==> src/rtl/core/bdlp_pkg.sv <==
`timescale 1ns / 1ps

package bdlp_pkg;

    localparam int NB      = 16;
    localparam int IDX_W   = $clog2(NB);
    localparam int CNT_W   = 16;
    localparam int DEB_W   = 10;
    localparam int SEL_W   = 5;
    localparam int CFG_A_W = 3;
    localparam int CFG_D_W = 16;

    localparam logic [CFG_A_W-1:0] CFG_ACTIVE_HIGH = 3'd0;
    localparam logic [CFG_A_W-1:0] CFG_LONG_CAP    = 3'd1;
    localparam logic [CFG_A_W-1:0] CFG_DEBOUNCE    = 3'd2;
    localparam logic [CFG_A_W-1:0] CFG_HOLD        = 3'd3;
    localparam logic [CFG_A_W-1:0] CFG_SHIFT_SEL   = 3'd4;
    localparam logic [CFG_A_W-1:0] CFG_SHIFTED     = 3'd5;

    localparam logic [DEB_W-1:0] DEB_RESET  = 10'd50;
    localparam logic [CNT_W-1:0] HOLD_RESET = 16'd1000;
    localparam logic [SEL_W-1:0] SEL_NONE   = SEL_W'(NB);

    typedef struct packed {
        logic [NB-1:0]    active_high;
        logic [NB-1:0]    long_cap;
        logic [DEB_W-1:0] debounce;
        logic [CNT_W-1:0] hold;
        logic [SEL_W-1:0] shift_sel;
        logic [NB-1:0]    shifted;
    } t_cfg;

    // new per-button state after one visit
    typedef struct packed {
        logic             last_raw;
        logic [CNT_W-1:0] cnt;
        logic             run;
        logic             stable;
        logic             lp;
    } t_upd;

    typedef struct packed {
        logic vld;
        logic pair;
        logic pressed;
        logic shifted;
        logic long_flag;
    } t_ev_req;

    typedef struct packed {
        logic [IDX_W-1:0] idx;
        logic             pressed;
        logic             shifted;
        logic             long_flag;
    } t_event;

endpackage

==> src/rtl/core/bdlp_in_if.sv <==
`timescale 1ns / 1ps

interface bdlp_in_if;
    logic        valid;
    logic        ready;
    logic [15:0] raw_levels;

    modport source (output valid, output raw_levels, input ready);
    modport sink (input valid, input raw_levels, output ready);
endinterface

==> src/rtl/core/bdlp_out_if.sv <==
`timescale 1ns / 1ps

interface bdlp_out_if;
    logic       valid;
    logic       ready;
    logic [3:0] button_index;
    logic       pressed;
    logic       shifted;
    logic       long_flag;
    logic       last;

    modport source (output valid, output button_index, output pressed, output shifted,
                    output long_flag, output last, input ready);
    modport sink (input valid, input button_index, input pressed, input shifted,
                  input long_flag, input last, output ready);
endinterface

==> src/rtl/core/bdlp_eval.sv <==
`timescale 1ns / 1ps

module bdlp_eval (
    input  logic [bdlp_pkg::IDX_W-1:0] i_idx,
    input  logic                       i_raw_bit,
    input  logic                       i_last_raw,
    input  logic [bdlp_pkg::CNT_W-1:0] i_cnt,
    input  logic                       i_run,
    input  logic                       i_lp,
    input  logic [bdlp_pkg::NB-1:0]    i_stable,
    input  logic [bdlp_pkg::NB-1:0]    i_su,
    input  bdlp_pkg::t_cfg             i_cfg,
    output bdlp_pkg::t_upd             o_upd,
    output logic [bdlp_pkg::NB-1:0]    o_su,
    output bdlp_pkg::t_ev_req          o_ev
);
    import bdlp_pkg::*;

    logic [CNT_W-1:0] deb;
    logic [CNT_W-1:0] hold;
    logic             shv;
    logic [IDX_W-1:0] sb;
    logic [NB-1:0]    stable_new;
    logic             sh;
    logic             shf;
    logic             lcap;
    logic             pi;
    logic [NB-1:0]    su_mid;

    assign deb  = (i_cfg.debounce == '0) ? CNT_W'(1) : CNT_W'(i_cfg.debounce);
    assign hold = (i_cfg.hold == '0) ? CNT_W'(1) : i_cfg.hold;
    assign shv  = (i_cfg.shift_sel < SEL_NONE);
    assign sb   = i_cfg.shift_sel[IDX_W-1:0];

    always_comb begin
        stable_new        = i_stable;
        stable_new[i_idx] = i_raw_bit;
    end

    // shift state is seen after this button's own level update
    assign shf  = shv && i_cfg.shifted[i_idx];
    assign sh   = shf && (stable_new[sb] == i_cfg.active_high[sb]);
    assign lcap = i_cfg.long_cap[i_idx] ||
                  (shv && (i_idx == sb) && (i_cfg.shifted != '0));
    assign pi   = (i_raw_bit == i_cfg.active_high[i_idx]);

    always_comb begin
        su_mid = i_su;
        if (sh) begin
            su_mid[sb] = 1'b1;
        end
    end

    always_comb begin
        o_upd = '{last_raw: i_last_raw, cnt: i_cnt, run: i_run,
                  stable: i_stable[i_idx], lp: i_lp};
        o_su  = i_su;
        o_ev  = '0;
        priority if (i_raw_bit != i_last_raw) begin
            o_upd.last_raw = i_raw_bit;
            o_upd.cnt      = deb;
            o_upd.run      = 1'b1;
        end else if (!i_run) begin
            o_upd.run = 1'b0;
        end else if (i_cnt > CNT_W'(1)) begin
            o_upd.cnt = i_cnt - CNT_W'(1);
        end else begin
            // countdown expired
            o_upd.cnt    = '0;
            o_upd.run    = 1'b0;
            o_upd.stable = i_raw_bit;
            o_su         = su_mid;
            if (lcap && !i_lp && pi) begin
                o_upd.lp  = 1'b1;
                o_upd.cnt = hold;
                o_upd.run = 1'b1;
            end else begin
                o_upd.lp = 1'b0;
                if (i_lp) begin
                    if (!pi) begin
                        if (!su_mid[i_idx]) begin
                            o_ev = '{vld: 1'b1, pair: 1'b1, pressed: 1'b1,
                                     shifted: sh, long_flag: 1'b0};
                        end
                        o_su[i_idx] = 1'b0;
                    end else if (!su_mid[i_idx]) begin
                        o_ev = '{vld: 1'b1, pair: 1'b0, pressed: 1'b1,
                                 shifted: sh, long_flag: 1'b1};
                    end
                end else begin
                    if (!su_mid[i_idx]) begin
                        o_ev = '{vld: 1'b1, pair: 1'b0, pressed: pi,
                                 shifted: sh, long_flag: lcap};
                    end
                    o_su[i_idx] = 1'b0;
                end
            end
        end
    end

endmodule

==> src/rtl/core/button_debounce_long_press_shift_unit.sv <==
`timescale 1ns / 1ps
// channel   direction  payload                                         handshake
// i_item    in         raw_levels[15:0]                                 valid/ready
// o_event   out        button_index, pressed, shifted, long_flag, last  valid/ready
// cfg       in         i_cfg_idx[2:0], i_cfg_data[15:0]                 i_cfg_we
//
// a tick is walked by the sequencer, visiting the 16 buttons one per cycle through the shared
// evaluator unless the output stalls, with an extra release step per early press+release pair
// each event waits in a one-deep holding register so the tick's final event can carry last
// a stalled output stops the button walk only when an event must move out
// synchronous active-low reset restores config defaults and per-button flags, not the counters

module button_debounce_long_press_shift_unit (
    input  logic                          i_clk,
    input  logic                          i_rst_n,
    bdlp_in_if.sink                       i_item,
    bdlp_out_if.source                    o_event,
    input  logic                          i_cfg_we,
    input  logic [bdlp_pkg::CFG_A_W-1:0]  i_cfg_idx,
    input  logic [bdlp_pkg::CFG_D_W-1:0]  i_cfg_data
);
    import bdlp_pkg::*;

    typedef enum logic [3:0] {
        S_IDLE  = 4'b0001,
        S_EVAL  = 4'b0010,
        S_PAIR2 = 4'b0100,
        S_FLUSH = 4'b1000
    } t_state;

    t_state           r_state, n_state;
    t_cfg             r_cfg;
    logic [NB-1:0]    r_raw;
    logic [IDX_W-1:0] r_idx, n_idx;
    logic [NB-1:0]    r_last_raw;
    logic [CNT_W-1:0] r_cnt [NB];
    logic [NB-1:0]    r_run;
    logic [NB-1:0]    r_stable;
    logic [NB-1:0]    r_lp;
    logic [NB-1:0]    r_su;
    logic             r_hold_vld, n_hold_vld;
    t_event           r_hold, n_hold;
    logic             r_out_vld, n_out_vld;
    t_event           r_out, n_out;
    logic             r_out_last, n_out_last;

    t_upd             upd;
    logic [NB-1:0]    su_next;
    t_ev_req          ev;
    logic             out_free;
    logic             commit;
    logic             last_btn;

    bdlp_eval u_eval (
        .i_idx      (r_idx),
        .i_raw_bit  (r_raw[r_idx]),
        .i_last_raw (r_last_raw[r_idx]),
        .i_cnt      (r_cnt[r_idx]),
        .i_run      (r_run[r_idx]),
        .i_lp       (r_lp[r_idx]),
        .i_stable   (r_stable),
        .i_su       (r_su),
        .i_cfg      (r_cfg),
        .o_upd      (upd),
        .o_su       (su_next),
        .o_ev       (ev)
    );

    assign out_free = !r_out_vld || o_event.ready;
    assign last_btn = (r_idx == IDX_W'(NB - 1));
    // an event can always go into an empty holding register
    assign commit   = (r_state == S_EVAL) && (!ev.vld || !r_hold_vld || out_free);

    assign i_item.ready         = (r_state == S_IDLE);
    assign o_event.valid        = r_out_vld;
    assign o_event.button_index = r_out.idx;
    assign o_event.pressed      = r_out.pressed;
    assign o_event.shifted      = r_out.shifted;
    assign o_event.long_flag    = r_out.long_flag;
    assign o_event.last         = r_out_last;

    always_comb begin
        n_state    = r_state;
        n_idx      = r_idx;
        n_hold_vld = r_hold_vld;
        n_hold     = r_hold;
        n_out_vld  = r_out_vld && !o_event.ready;
        n_out      = r_out;
        n_out_last = r_out_last;
        unique case (r_state)
            S_IDLE: begin
                if (i_item.valid) begin
                    n_state = S_EVAL;
                    n_idx   = '0;
                end
            end
            S_EVAL: begin
                if (commit) begin
                    if (ev.vld) begin
                        if (r_hold_vld) begin
                            n_out_vld  = 1'b1;
                            n_out      = r_hold;
                            n_out_last = 1'b0;
                        end
                        n_hold_vld = 1'b1;
                        n_hold     = '{idx: r_idx, pressed: ev.pressed,
                                       shifted: ev.shifted, long_flag: ev.long_flag};
                    end
                    priority if (ev.vld && ev.pair) begin
                        n_state = S_PAIR2;
                    end else if (last_btn) begin
                        n_state = S_FLUSH;
                    end else begin
                        n_idx = r_idx + IDX_W'(1);
                    end
                end
            end
            S_PAIR2: begin
                // early press+release pair: the held press goes out, the release stays held
                if (out_free) begin
                    n_out_vld         = 1'b1;
                    n_out             = r_hold;
                    n_out_last        = 1'b0;
                    n_hold.pressed    = 1'b0;
                    if (last_btn) begin
                        n_state = S_FLUSH;
                    end else begin
                        n_state = S_EVAL;
                        n_idx   = r_idx + IDX_W'(1);
                    end
                end
            end
            S_FLUSH: begin
                if (!r_hold_vld) begin
                    n_state = S_IDLE;
                end else if (out_free) begin
                    n_out_vld  = 1'b1;
                    n_out      = r_hold;
                    n_out_last = 1'b1;
                    n_hold_vld = 1'b0;
                    n_state    = S_IDLE;
                end
            end
            default: begin
                n_state = S_IDLE;
            end
        endcase
    end

    always_ff @(posedge i_clk) begin
        if (!i_rst_n) begin
            r_state    <= S_IDLE;
            r_idx      <= '0;
            r_hold_vld <= 1'b0;
            r_out_vld  <= 1'b0;
        end else begin
            r_state    <= n_state;
            r_idx      <= n_idx;
            r_hold_vld <= n_hold_vld;
            r_out_vld  <= n_out_vld;
        end
    end

    always_ff @(posedge i_clk) begin
        r_hold     <= n_hold;
        r_out      <= n_out;
        r_out_last <= n_out_last;
        if (i_item.valid && i_item.ready) begin
            r_raw <= i_item.raw_levels;
        end
        if (commit) begin
            r_cnt[r_idx] <= upd.cnt;
        end
    end

    // per-button state
    always_ff @(posedge i_clk) begin
        if (!i_rst_n) begin
            r_last_raw <= '0;
            r_run      <= '0;
            r_stable   <= '1;
            r_lp       <= '0;
            r_su       <= '0;
        end else if (commit) begin
            r_last_raw[r_idx] <= upd.last_raw;
            r_run[r_idx]      <= upd.run;
            r_stable[r_idx]   <= upd.stable;
            r_lp[r_idx]       <= upd.lp;
            r_su              <= su_next;
        end
    end

    always_ff @(posedge i_clk) begin
        if (!i_rst_n) begin
            r_cfg.active_high <= '0;
            r_cfg.long_cap    <= '0;
            r_cfg.debounce    <= DEB_RESET;
            r_cfg.hold        <= HOLD_RESET;
            r_cfg.shift_sel   <= SEL_NONE;
            r_cfg.shifted     <= '0;
        end else if (i_cfg_we) begin
            unique case (i_cfg_idx)
                CFG_ACTIVE_HIGH: r_cfg.active_high <= i_cfg_data[NB-1:0];
                CFG_LONG_CAP:    r_cfg.long_cap    <= i_cfg_data[NB-1:0];
                CFG_DEBOUNCE:    r_cfg.debounce    <= i_cfg_data[DEB_W-1:0];
                CFG_HOLD:        r_cfg.hold        <= i_cfg_data[CNT_W-1:0];
                CFG_SHIFT_SEL:   r_cfg.shift_sel   <= i_cfg_data[SEL_W-1:0];
                CFG_SHIFTED:     r_cfg.shifted     <= i_cfg_data[NB-1:0];
                default: begin
                end
            endcase
        end
    end

`ifndef SYNTHESIS
    a_idle_hold_empty: assert property (@(posedge i_clk) disable iff (!i_rst_n)
        (r_state == S_IDLE) |-> !r_hold_vld)
        else $error("holding register not empty between ticks");

    a_tick_start: assert property (@(posedge i_clk) disable iff (!i_rst_n)
        (i_item.valid && i_item.ready) |=> ((r_state == S_EVAL) && (r_idx == '0)))
        else $error("tick did not start at button zero");

    a_pair_held: assert property (@(posedge i_clk) disable iff (!i_rst_n)
        (r_state == S_PAIR2) |-> r_hold_vld)
        else $error("pair release without held press");

    a_flush_last: assert property (@(posedge i_clk) disable iff (!i_rst_n)
        ((r_state == S_FLUSH) && r_hold_vld && out_free)
        |=> ((r_state == S_IDLE) && r_out_vld && r_out_last))
        else $error("final event of tick not flagged last");
`endif

endmodule

==> src/flat_wrapper.sv <==
// flat-port wrapper written by rule: the top's interface ports become plain ports
module button_debounce_long_press_shift_unit_flat import bdlp_pkg::*;
  (i_clk, i_rst_n, i_cfg_we, i_cfg_idx, i_cfg_data, i_item_valid, i_item_raw_levels, i_item_ready, o_event_valid, o_event_button_index, o_event_pressed, o_event_shifted, o_event_long_flag, o_event_last, o_event_ready);
  bdlp_in_if i_item_i ();
  bdlp_out_if o_event_i ();
  input  logic i_clk;
  input  logic i_rst_n;
  input  logic i_cfg_we;
  input  logic [bdlp_pkg::CFG_A_W-1:0] i_cfg_idx;
  input  logic [bdlp_pkg::CFG_D_W-1:0] i_cfg_data;
  input wire logic [$bits(i_item_i.valid)-1:0] i_item_valid;
  input wire logic [$bits(i_item_i.raw_levels)-1:0] i_item_raw_levels;
  output wire logic [$bits(i_item_i.ready)-1:0] i_item_ready;
  output wire logic [$bits(o_event_i.valid)-1:0] o_event_valid;
  output wire logic [$bits(o_event_i.button_index)-1:0] o_event_button_index;
  output wire logic [$bits(o_event_i.pressed)-1:0] o_event_pressed;
  output wire logic [$bits(o_event_i.shifted)-1:0] o_event_shifted;
  output wire logic [$bits(o_event_i.long_flag)-1:0] o_event_long_flag;
  output wire logic [$bits(o_event_i.last)-1:0] o_event_last;
  input wire logic [$bits(o_event_i.ready)-1:0] o_event_ready;
  assign i_item_i.valid = i_item_valid;
  assign i_item_i.raw_levels = i_item_raw_levels;
  assign i_item_ready = i_item_i.ready;
  assign o_event_valid = o_event_i.valid;
  assign o_event_button_index = o_event_i.button_index;
  assign o_event_pressed = o_event_i.pressed;
  assign o_event_shifted = o_event_i.shifted;
  assign o_event_long_flag = o_event_i.long_flag;
  assign o_event_last = o_event_i.last;
  assign o_event_i.ready = o_event_ready;
  button_debounce_long_press_shift_unit u_core (.i_clk(i_clk), .i_rst_n(i_rst_n), .i_item(i_item_i), .o_event(o_event_i), .i_cfg_we(i_cfg_we), .i_cfg_idx(i_cfg_idx), .i_cfg_data(i_cfg_data));
endmodule
==> config.mk <==
export PLATFORM = sky130hd
export DESIGN_NAME = button_debounce_long_press_shift_unit_flat
export DESIGN_NICKNAME = d
export VERILOG_FILES = /design/src/rtl/core/bdlp_pkg.sv /design/src/rtl/core/bdlp_in_if.sv /design/src/rtl/core/bdlp_out_if.sv /design/src/rtl/core/bdlp_eval.sv /design/src/rtl/core/button_debounce_long_press_shift_unit.sv /design/src/flat_wrapper.sv
export SDC_FILE = /design/constraint.sdc
export NUM_CORES = 1
export LEC_CHECK = 0
export ABC_AREA = 1
export BUFFER_PORTS_ARGS = -buffer_cell sky130_fd_sc_hd__buf_2
export CAP_MARGIN = 20
export CORE_MARGIN = 2
export CORE_UTILIZATION = 45
export DETAILED_ROUTE_END_ITERATION = 10
export MAX_ROUTING_LAYER = met4
export PLACE_DENSITY = 0.64
export SLEW_MARGIN = 30
export SYNTH_ARGS = -nofsm -noshare
export SYNTH_HDL_FRONTEND = slang
export SYNTH_SLANG_ARGS = --single-unit
==> constraint.sdc <==
create_clock -name i_clk -period 4.5 [get_ports i_clk]
set_clock_uncertainty 0.15 [all_clocks]
set_input_delay 0.45 -clock i_clk [delete_from_list [all_inputs] [get_ports i_clk]]
set_output_delay 0.45 -clock i_clk [all_outputs]
set_load 0.005 [all_outputs]
# ---- Yosys cells after proc, flatten, opt, wreduce, memory -nomap -nowiden
# Memory sizes are Yosys's and may differ from the RTL's. A register that Yosys moved wholly into a read port is not among the register bits.
# Cells that the tools add are included.
# W data, S select, Z words.
dict set report classes {
  n_addsub 2
  multipliers 0
  div_mod_pow 0
  order_cmp 6
  n_eq_ne 24
  n_shift 0
  n_mux 102
  bitwise_logic 6
  reduce_logical 44
}
# op count
set ops {}
lappend ops {{$mux W16} 7}
lappend ops {{$bwmux W16} 5}
lappend ops {{$mux W4} 15}
lappend ops {{$mux W5} 9}
lappend ops {{$bmux W1 S4} 11}
lappend ops {{$mux W7} 5}
lappend ops {{$mux W17} 2}
lappend ops {{$mux W1} 33}
lappend ops {{$pmux W7 S3} 1}
lappend ops {{$and A16 B16 Y16} 1}
lappend ops {{$gt A16 B1 Y1 const B} 1}
lappend ops {{$logic_not A16 Y1} 1}
lappend ops {{$not A16 Y16} 1}
lappend ops {{$or A16 B16 Y16} 1}
lappend ops {{$pmux W4 S4} 1}
lappend ops {{$reduce_bool A16 Y1} 1}
lappend ops {{$sub A16 B1 Y16 const B} 1}
lappend ops {{$reduce_and A5 Y1} 3}
lappend ops {{$logic_and A1 B1 Y1} 12}
lappend ops {{$ne A2 B1 Y1 const B} 6}
lappend ops {{$pmux W4 S3} 1}
lappend ops {{$reduce_and A2 Y1} 6}
lappend ops {{$logic_not A10 Y1} 1}
lappend ops {{$lt A4 B5 Y1 const B} 2}
lappend ops {{32 further kinds} 57}
dict set report totals {
  ff_bits 200
  latchBits 0
  ram_bits 256
  rom_bits 0
  input_bits 40
  output_inout_bits 10
  elab_cells 210
  memories 1
}
# memory words word_bits rd rd_ports_with_merged_regs write_ports line_no
set memory_table {}
lappend memory_table {u_core.r_cnt 16 16 1 1 1 button_debounce_long_press_shift_unit.sv:36} ;# logic [CNT_W-1:0] r_cnt [NB];

# ---- Logic depth before layout (Yosys ltp)
# Gate-level depths: netlist (run 1).
dict set report depth {
  word_depth 27
  depth_mapped 36
  mapped_depth_nobuf 31
}

# ---- Modules after synthesis
# From an unflattened synthesis (run 1), not the netlist that was laid out.
dict set report unflattened {
  hier_cells 2426
  hier_area_um2 21186.6
}
# module instances cells_per_inst area_per_inst_um2 seq_area_each_um2
set by_module_without_submodules {}
lappend by_module_without_submodules {button_debounce_long_press_shift_unit 1 1832 18226.2 12081.6}
lappend by_module_without_submodules {bdlp_eval 1 594 2960.3 0.0}

# ---- Worst setup path before layout (run 1)
# OpenSTA, ideal clock, no wires.
dict set report synth_path {
  path_type {register to register}
  start {register u_core.r_idx[0]}
  end {memory u_core.r_cnt[15][0], enable pin}
  setup_time_ns 0.395
  arrival_time_ns 4.220
  required_ns 3.955
  setup_slack_ns -0.266
  path_stages_with_launch 29
  n_path_buf 6
  synth_period_minus_slack_ns 4.766
  cell_sequence {dfxtp_1 > buf_6 > inv_6 > buf_6 > clkbuf_1 > clkbuf_1 > buf_1 > ha_1 > inv_1 > nor2_1 > inv_1 > a21oi_1 > nand2_1 > nand2_1 > nor2_1 > nor2_1 > nor2_2 > nand3_2 > buf_4 > nand4_1 > nand3_1 > nand3_1 > nand2_2 > nand2_1 > nand2_1 > nor2_4 > nand2_4 > nand2_8 > nor2_1}
}
dict set report synth_via {
  elab_chain_len 25
  word_cells_on_any_way 52
  classes_between {order compare (2); eq/ne (4); mux (33); reduce/logical (13)}
}
# item line_no
set synth_rtl {}
lappend synth_rtl {{from (decl)} button_debounce_long_press_shift_unit.sv:34} ;# logic [IDX_W-1:0] r_idx, n_idx;
lappend synth_rtl {{from (signal assigned)} button_debounce_long_press_shift_unit.sv:158} ;# r_idx <= n_idx;
lappend synth_rtl {{$lt A4 B5 Y1 (implied by the code) or $ge A4 B1 Y1 (tied branches)} bdlp_eval.sv:37} ;# stable_new[i_idx] = i_raw_bit;
lappend synth_rtl {{$logic_and A1 B1 Y1 (implied by the code)} bdlp_eval.sv:37}
lappend synth_rtl {{$mux W1 (implied by the code)} bdlp_eval.sv:37}
lappend synth_rtl {{$demux W1 S4} n/a}
lappend synth_rtl {{$bwmux W16} bdlp_eval.sv:37}
lappend synth_rtl {{$bmux W1 S4} bdlp_eval.sv:42} ;# assign sh = shf && (stable_new[sb] == i_cfg.active_high[sb]);
lappend synth_rtl {{$mux W1 (implied by the code)} bdlp_eval.sv:42}
lappend synth_rtl {{$eq A1 B1 Y1} bdlp_eval.sv:42}
lappend synth_rtl {{[... 8 more ...]} n/a}
lappend synth_rtl {{$mux W5} bdlp_eval.sv:65} ;# end else if (i_cnt > CNT_W'(1)) begin
lappend synth_rtl {{$mux W5} bdlp_eval.sv:63} ;# end else if (!i_run) begin
lappend synth_rtl {{$mux W5} bdlp_eval.sv:59} ;# priority if (i_raw_bit != i_last_raw) begin
lappend synth_rtl {{$logic_not A1 Y1} button_debounce_long_press_shift_unit.sv:72} ;# assign commit = (r_state == S_EVAL) && (!ev.vld || !r_hold_vld || out_free);
lappend synth_rtl {{$logic_or A1 B1 Y1 (2 in series)} button_debounce_long_press_shift_unit.sv:72}
lappend synth_rtl {{$logic_and A1 B1 Y1} button_debounce_long_press_shift_unit.sv:72}
lappend synth_rtl {{$mux W1} button_debounce_long_press_shift_unit.sv:171} ;# if (commit) begin
lappend synth_rtl {{$mux W1 (implied by the code)} button_debounce_long_press_shift_unit.sv:172} ;# r_cnt[r_idx] <= upd.cnt;
lappend synth_rtl {{to (decl)} button_debounce_long_press_shift_unit.sv:36}
# Several ways; a longest one is shown, not always the timed one. The select of a mux whose other input is x is not followed.

==> insert_results.sql, run 1 <==
INSERT INTO impl_metrics (metric_group, metric, value, unit) VALUES
('final_layout', 'fin_util', '0.532', ''),
('logic_synthesis', 'top_cells_by_count_synth', 'sky130_fd_sc_hd__nand2_1 (378), sky130_fd_sc_hd__inv_1 (305), sky130_fd_sc_hd__edfxtp_1 (287), sky130_fd_sc_hd__nor2_1 (273), sky130_fd_sc_hd__o21ai_0 (214)', ''),
('global_routing', 'first_global_vias', '16500', ''),
('clock_tree', 'tritoncts.num_buffers', '48', ''),
('logic_synthesis', 'synth_most_common_cell', 'sky130_fd_sc_hd__nand2_1', ''),
('setup_path', 'worstPathMaxFanout', '25', ''),
('logic_synthesis', 'yosys.area.top_type', 'sky130_fd_sc_hd__edfxtp_1', ''),
('final_layout', 'design_area', '24800', 'µm²'),
('status', 'run_status', 'completed', ''),
('setup_path', 'setup.worst_path.start_class', 'flip-flop', ''),
('setup_path', 'worst_setup_path_end_kind', 'flip-flop', ''),
('power', 'power.clock.fraction', '0.338', ''),
('global_routing', 'grt-ovfl-total', '0', ''),
('clock_tree', 'clock_path_buffers', '3', ''),
('die', 'num_rows', '79', ''),
('power', 'power-per-cell-area', '466', 'nW/µm²'),
('drt', 'drtIter0Drc', '1591', ''),
('global_routing', 'grt_pass1_wl', '95.3', 'mm'),
('setup_path', 'worst_r2r_endpoint', 'u_core.r_cnt[12][15]', ''),
('final_layout', 'multi_input_area', '7560', 'µm²'),
('clock_tree', 'clk_pin_slew', '60', 'ps'),
('die', 'top_level_ports', '50', ''),
('logic_synthesis', 'syn_avg_cell_area', '9.13', 'µm²'),
('logic_synthesis', 'most_area_consuming_cells_after_synthesis', 'sky130_fd_sc_hd__edfxtp_1 (40%), sky130_fd_sc_hd__dfxtp_1 (16%), sky130_fd_sc_hd__nand2_1 (6.7%)', ''),
('timing', 'post-route-min-period', '4290', 'ps'),
('power', 'p_seq_frac', '0.441', ''),
('logic_synthesis', 'synth_top_cell_area_share', '0.404', ''),
('final_layout', 'diodes', '0', ''),
('power', 'pwr-share-comb', '0.221', ''),
('placed_design', 'place.gp.congestion', '0.945', ''),
('final_layout', 'final_nets', '2501', ''),
('logic_synthesis', 'synth.lib_cells_used.distinct', '52', ''),
('logic_synthesis', 'dominantRegCellSynth', 'sky130_fd_sc_hd__edfxtp_1', ''),
('logic_synthesis', 'syn-num-nets', '2381', ''),
('timing', 'relSlewSlack', '0.449', ''),
('clock_tree', 'cts_sinks', '460', ''),
('global_routing', 'grt_start_max_net_pins', '117', ''),
('min_path', 'timing.hold.worst_path_depth', '4', ''),
('placed_design', 'post_detailed_placement_half_perimeter_wirelength', '40.9', 'mm'),
('final_layout', 'regArea', '12100', 'µm²'),
('min_path', 'min_path_type', 'in2reg', ''),
('timing', 'period_share', '0.953', ''),
('logic_synthesis', 'yosys_register_bits', '460', ''),
('drt', 'route.detailed.wl_per_inst', '20.1', 'µm'),
('timing', 'timing.final.setup_violations', '0', ''),
('timing', 'hold_violations', '0', ''),
('die', 'design.die.area', '49100', 'µm²'),
('die', 'initial_core_util', '0.457', ''),
('power', 'sw_share', '0.311', ''),
('setup_path', 'cp.arrival', '4570', 'ps'),
('placed_design', 'placedInstanceArea', '23000', 'µm²'),
('logic_synthesis', 'yosysWarnings', '0', ''),
('clock_tree', 'cts_tree', 'yes', ''),
('drt', 'routed_wirelength', '62.2', 'mm'),
('final_layout', 'layout.filler_cells', '4271', ''),
('logic_synthesis', 'yosysSeqAreaShare', '0.567', ''),
('drt', 'antenna_left', '0', ''),
('drt', 'routed-via-count', '17100', ''),
('clock_tree', 'htreeDepth', '2', ''),
('min_path', 'hold_path_end', 'u_core.r_state[0]', ''),
('setup_path', 'regToRegStartpoint', 'u_core.r_idx[1]', ''),
('logic_synthesis', 'synth-async-reset-ratio', '0', ''),
('power', 'ir_drop', '0.317', 'mV'),
('timing', 'timing_worst_slew_pin_value', '827', 'ps'),
('run', 'drv.max_cap_violation_count', '0', ''),
('setup_path', 'timing.critical_path.required', '4780', 'ps'),
('power', 'leakagePower', '9.60', 'nW'),
('logic_synthesis', 'syn-instance-count', '2335', ''),
('clock_tree', 'worstSkewPairLatency', '610', 'ps'),
('setup_path', 'worstRegToRegCells', '20', ''),
('logic_synthesis', 'synth_edf_count', '287', '');
[metal layers]
metal / wire (µm) / global-route usage / vias to the layer above
li1: - / - / 8188
met1: 26500 / 0.330 / 8166
met2: 29900 / 0.421 / 649
met3: 3980 / 0.0299 / 112
met4: 1890 / 0.0942 / 0
met5: 0 / - / -
[critical path: stages (launching register included)]
cell                       delay [ps]
sky130_fd_sc_hd__dfxtp_1          340
sky130_fd_sc_hd__buf_12           190
sky130_fd_sc_hd__nand2_1          390
sky130_fd_sc_hd__buf_4            340
sky130_fd_sc_hd__o221ai_1         180
sky130_fd_sc_hd__nand2_1           90
sky130_fd_sc_hd__nand2_1           60
sky130_fd_sc_hd__nor2_1           330
sky130_fd_sc_hd__inv_1            200
sky130_fd_sc_hd__nor2_1           130
sky130_fd_sc_hd__inv_1             80
sky130_fd_sc_hd__nor2_1           190
sky130_fd_sc_hd__inv_1             90
sky130_fd_sc_hd__buf_4            190
sky130_fd_sc_hd__nor2_2           130
sky130_fd_sc_hd__inv_1            130
sky130_fd_sc_hd__buf_4            170
sky130_fd_sc_hd__o221ai_1         150
sky130_fd_sc_hd__o21ai_0          110
sky130_fd_sc_hd__nor2_1           190
sky130_fd_sc_hd__buf_4            250
[cell type report]
type,count,share of cell area
flip-flops and latches,460,0.487
well taps,607,0.0306
inverters,328,0.0503
clock inverters,24,0.00897
clock buffers,65,0.0531
repair buffers,187,0.0651
multi-input cells,1430,0.305
[placed cells by master (no fill, tap or decap), types with 5 or more instances in the layout]
cell | Yosys | layout
sky130_fd_sc_hd__clkbuf_1 | 72 | 12
sky130_fd_sc_hd__a221oi_1 | 5 | 5
sky130_fd_sc_hd__o22ai_1 | 13 | 13
sky130_fd_sc_hd__clkinv_1 | 5 | 6
sky130_fd_sc_hd__nand3_1 | 60 | 59
sky130_fd_sc_hd__dfxtp_1 | 173 | 169
sky130_fd_sc_hd__nand2_1 | 378 | 378
sky130_fd_sc_hd__a21oi_1 | 150 | 150
sky130_fd_sc_hd__clkbuf_16 | 0 | 49
sky130_fd_sc_hd__o221ai_1 | 25 | 25
sky130_fd_sc_hd__nand4_1 | 27 | 27
sky130_fd_sc_hd__nor3_1 | 6 | 6
sky130_fd_sc_hd__a32o_1 | 8 | 8
sky130_fd_sc_hd__nor2_1 | 273 | 253
sky130_fd_sc_hd__buf_4 | 7 | 99
sky130_fd_sc_hd__nor4_1 | 11 | 11
sky130_fd_sc_hd__inv_2 | 16 | 18
sky130_fd_sc_hd__o211ai_1 | 91 | 91
sky130_fd_sc_hd__clkinv_2 | 0 | 13
sky130_fd_sc_hd__xnor2_1 | 5 | 5
sky130_fd_sc_hd__inv_1 | 305 | 301
sky130_fd_sc_hd__buf_12 | 1 | 23
sky130_fd_sc_hd__clkinvlp_4 | 0 | 5
sky130_fd_sc_hd__nor2_4 | 7 | 17
sky130_fd_sc_hd__nor2_2 | 11 | 21
sky130_fd_sc_hd__dlygate4sd3_1 | 0 | 16
sky130_fd_sc_hd__xor2_1 | 9 | 9
sky130_fd_sc_hd__o21ai_1 | 19 | 19
sky130_fd_sc_hd__buf_2 | 27 | 48
sky130_fd_sc_hd__o21ai_0 | 214 | 214
sky130_fd_sc_hd__ha_1 | 6 | 6
sky130_fd_sc_hd__a22oi_1 | 8 | 8
sky130_fd_sc_hd__edfxtp_1 | 287 | 287
sky130_fd_sc_hd__o31ai_1 | 9 | 9
sky130_fd_sc_hd__mux2i_1 | 64 | 64
[cell families after synthesis]
group,synth area share
compound gates,0.154
xor+xnor,0.00575
fa+ha+maj,0.00352
buf+inv,0.0846
flops,0.567
mux,0.0301
simple gates,0.155
[per-stage QoR]
step           setup TNS [ps]  power (mW)  hold slack (ps)  instances  worst slack [ps]
3_3_place_gp           -19040        7.62              285       2989              -184
4_1_cts                     0        11.6             7.61       3094              40.0
3_5_place_dp           -17300        7.66              255       2989              -122
2_1_floorplan          -30100        6.62              250       2335              -266
5_1_grt                 -24.9        12.0             43.5       3101             -5.09
6_report                    0        11.6             37.7       3101               210
[how the worst max path moves through the flow]
stage | start | endpoint | slack [ps] | cells past startpoint
3_3_place_gp | u_core.r_idx[3] | u_core.r_su[12] | -180 | 28
2_1_floorplan | u_core.r_idx[0] | u_core.r_cnt[15][0] | -270 | 28
3_5_place_dp | u_core.r_idx[3] | u_core.r_su[10] | -120 | 28
5_1_grt | u_core.r_idx[1] | u_core.o_event.long_flag | -5 | 28
6_report | u_core.r_idx[1] | u_core.r_cnt[12][15] | 210 | 20
4_1_cts | u_core.r_idx[3] | u_core.r_su[10] | 40 | 28
[repair_timing]
action                                  in CTS  in global routing
pin swaps                                    0                  5
resized for setup                            2                 26
cloned                                       0                  1
setup buffers                                0                  6
hold buffers                                16                  0
endpoints found under the setup margin     343                382
endpoints found under the hold margin       16                  0
[power groups by stage]
stage	combinational [mW]	sequential [mW]	clock, mW
6_report	2.56	5.09	3.90
5_1_grt	2.77	5.10	4.14
4_1_cts	2.50	5.09	3.98
3_5_place_dp	2.48	5.18	0
3_3_place_gp	2.44	5.18	0
2_1_floorplan	1.46	5.15	0
[state kept, by name, summed over array words and instances (netlist names), named ones only]
register	count
u_core.r_stable	16
u_core.r_cnt	256
u_core.o_event.valid	1
u_core.r_idx	4
u_core.o_event.shifted	1
u_core.r_last_raw	16
u_core.o_event.last	1
u_core.r_hold	7
u_core.r_raw	16
u_core.r_run	16
u_core.r_state	4
u_core.r_cfg	79
u_core.r_lp	16
u_core.r_su	16
u_core.o_event.long_flag	1
u_core.o_event.pressed	1
u_core.r_hold_vld	1
u_core.o_event.button_index	4
Power figures use the tool's default switching activity.
==> inputs of run 2 (changes only) <==
--- a/config.mk
+++ b/config.mk
@@ -8,9 +8,11 @@
 export ABC_AREA = 1
 export BUFFER_PORTS_ARGS = -buffer_cell sky130_fd_sc_hd__buf_2
 export CAP_MARGIN = 20
+export CORE_ASPECT_RATIO = 1.2
 export CORE_MARGIN = 2
 export CORE_UTILIZATION = 45
 export DETAILED_ROUTE_END_ITERATION = 10
+export GPL_ROUTABILITY_DRIVEN = 0
 export MAX_ROUTING_LAYER = met4
 export PLACE_DENSITY = 0.64
 export SLEW_MARGIN = 30
==> run 2 against run 1 <==
- register-to-register slack got worse by 70 ps
- maximum frequency decreased by 1.5%
- highest routed layer unchanged
- via count increased by 4.5%
- critical path type unchanged
- design area increased by 2.9%
- worst hold slack got worse by 13 ps
- clock power increased by 3%
- global-route usage increased by 0.17 points
- die area about the same
- flip-flop and latch count unchanged
==> insert_results.sql, run 2 (synthesis gave the netlist of run 1 again) <==
INSERT INTO impl_metrics (metric_group, metric, value, unit) VALUES
('power', 'pwr-share-comb', '0.224', ''),
('status', 'run_status', 'completed', ''),
('global_routing', 'first_global_vias', '16900', ''),
('die', 'fp.dieH', '242', 'µm'),
('setup_path', 'crit_start', 'u_core.r_idx[1]', ''),
('clock_tree', 'worstSkewPairLatency', '620', 'ps'),
('clock_tree', 'clk_pin_slew', '70', 'ps'),
('clock_tree', 'cts_tree', 'yes', ''),
('final_layout', 'largestRegisters', 'u_core.r_cnt (256), u_core.r_cfg (79)', ''),
('drt', 'routed_wirelength', '65.8', 'mm'),
('timing', 'hold_violations', '0', ''),
('clock_tree', 'tritoncts.num_buffers', '45', ''),
('timing', 'relSlewSlack', '0.414', ''),
('setup_path', 'setup.worst_path.start_class', 'flip-flop', ''),
('die', 'core_area', '46900', 'µm²'),
('global_routing', 'grt-ovfl-total', '0', ''),
('die', 'dieWidth', '203', 'µm'),
('timing', 'worst_slack', '145', 'ps'),
('setup_path', 'cp_slowest_stage_delay', '430', 'ps'),
('final_layout', 'regMostFlops', 'u_core.r_cnt', ''),
('drt', 'routed-via-count', '17900', ''),
('final_layout', 'fin_util', '0.544', ''),
('placed_design', 'placement.setup.worst_slack', '-5.65', 'ps'),
('power', 'ir_drop', '0.321', 'mV'),
('placed_design', 'placedInstanceArea', '23100', 'µm²'),
('final_layout', 'largest_register_ffs', '256', ''),
('setup_path', 'cp.arrival', '4690', 'ps'),
('power', 'p_seq_frac', '0.434', ''),
('timing', 'timing_worst_slew_pin_value', '879', 'ps'),
('drt', 'antenna_left', '0', ''),
('final_layout', 'diodes', '0', ''),
('die', 'num_rows', '87', ''),
('die', 'initial_core_util', '0.454', ''),
('timing', 'hold_slack', '25.1', 'ps'),
('setup_path', 'ff2ff_setup_slack', '140', 'ps'),
('setup_path', 'critPathKind', 'reg2reg', ''),
('clock_tree', 'clk_root_buffer_cell', 'sky130_fd_sc_hd__clkbuf_16', ''),
('drt', 'route.detailed.drc', '0', ''),
('power', 'power-per-cell-area', '458', 'nW/µm²'),
('setup_path', 'worst_r2r_endpoint', 'u_core.r_su[10]', ''),
('timing', 'timing.fmax', '0.230', 'GHz'),
('global_routing', 'global_route.usage.total', '0.259', ''),
('final_layout', 'layout-drive-gt1-share', '0.151', ''),
('placed_design', 'post_detailed_placement_half_perimeter_wirelength', '40.3', 'mm'),
('setup_path', 'cp-endpoint', 'u_core.r_su[10]', ''),
('timing', 'rsz0062_at_grt', 'yes', ''),
('drt', 'drtIter0Drc', '1967', ''),
('power', 'total_switching_power', '3.59', 'mW'),
('power', 'power.clock.fraction', '0.342', ''),
('timing', 'totalNegativeSetupSlack', '0', 'ps'),
('global_routing', 'grt_pass1_wl', '95.9', 'mm'),
('power', 'sw_share', '0.307', ''),
('final_layout', 'final_cell_mix', 'sky130_fd_sc_hd__nand2_1 (377), sky130_fd_sc_hd__inv_1 (299), sky130_fd_sc_hd__edfxtp_1 (287)', ''),
('clock_tree', 'clock_path_buffers', '3', ''),
('timing', 'timing.final.setup_violations', '0', ''),
('drt', 'vias_per_cell', '5.61', ''),
('setup_path', 'worst_setup_path_end_kind', 'flip-flop', ''),
('final_layout', 'final_nets', '2571', ''),
('setup_path', 'worstRegToRegCells', '29', ''),
('setup_path', 'regToRegStartpoint', 'u_core.r_idx[1]', ''),
('power', 'internal_power', '8.11', 'mW'),
('global_routing', 'antenna_found_initial', '0', ''),
('global_routing', 'grt_start_max_net_pins', '95', ''),
('min_path', 'min_path_type', 'in2reg', ''),
('power', 'leakagePower', '9.97', 'nW'),
('clock_tree', 'cts_sinks', '460', ''),
('setup_path', 'worstPathMaxFanout', '25', ''),
('timing', 'post-route-min-period', '4360', 'ps'),
('drt', 'dr.pass1.iters', '5', ''),
('drt', 'route.detailed.wl_per_inst', '20.6', 'µm'),
('setup_path', 'timing.critical_path.required', '4840', 'ps'),
('final_layout', 'design_area', '25500', 'µm²'),
('placed_design', 'port_buffers', '49', ''),
('clock_tree', 'htreeDepth', '2', ''),
('setup_path', 'timing.critical_path.mode_cell', 'sky130_fd_sc_hd__nand2_1', ''),
('die', 'design.die.area', '49100', 'µm²'),
('run', 'drv.max_cap_violation_count', '0', ''),
('final_layout', 'syn_to_final_growth', '19.8', '%'),
('final_layout', 'layout.cells.most_common', 'sky130_fd_sc_hd__nand2_1', ''),
('timing', 'period_share', '0.968', ''),
('timing', 'drv_slew', '0', ''),
('die', 'top_level_ports', '50', ''),
('setup_path', 'cpMaxStageDelayCell', 'sky130_fd_sc_hd__dfxtp_1', '');
## run 2: metal layers
| layer | up-vias | GRT usage | share of wire |
|---|---|---|---|
| met4 | 0 | 0.130 | 0.051 |
| met2 | 868 | 0.418 | 0.47 |
| met1 | 8482 | 0.319 | 0.40 |
| met3 | 201 | 0.0346 | 0.080 |
| li1 | 8326 | - | - |
| met5 | - | - | 0 |
## run 2: power groups by stage
stage | logic [mW] | registers, mW | clock network, mW
5_1_grt | 2.85 | 5.09 | 4.21
6_report | 2.62 | 5.08 | 4.00
3_3_place_gp | 2.40 | 5.17 | 0
3_5_place_dp | 2.46 | 5.17 | 0
2_1_floorplan | 1.46 | 5.15 | 0
4_1_cts | 2.48 | 5.08 | 4.04
## run 2: worst min path at each step
stage | startpoint | end | depth (start not counted)
finish | i_cfg_data[15] | u_core.r_cfg[15] | 3
global route | i_cfg_data[15] | u_core.r_cfg[62] | 3
CTS | i_cfg_data[15] | u_core.r_cfg[15] | 3
detailed placement | u_core.r_hold[5] | u_core.o_event.button_index[2] | 0
global placement | u_core.r_hold[5] | u_core.o_event.button_index[2] | 0
floorplan | u_core.r_hold[3] | u_core.o_event.button_index[0] | 0
## run 2: repair_timing
item,4_1_cts,5_1_grt
gates cloned,0,11
endpoints found under the setup margin,100,320
hold buffers,18,0
buffers inserted,1,37
gates resized for setup,1,27
pin swaps,0,22
hold endpoints to repair,20,0
## run 2: area by class of cell
cell class / count / area (µm²)
multi-input cells: 1440 / 7640
clock inverters: 31 / 392
clock buffers: 53 / 1160
fillers: 4069 / 21400
inverters: 328 / 1240
repair buffers: 250 / 2210
well taps: 623 / 779
flip-flops and latches: 460 / 12100
## run 2: worst max-delay path, delay by kind of cell (launching register included)
kind            cells  cell delay [ps]
simple gates       20             2140
flops               1              430
buf+inv             7             1140
fa+ha+maj           1              200
compound gates      1              160
## run 2: per-stage QoR
step                      power (mW)  std cells
final                           11.7       3185
after global routing            12.1       3185
after CTS                       11.6       3137
after detailed placement        7.63       3034
after global placement          7.57       3034
after floorplan                 6.62       2335
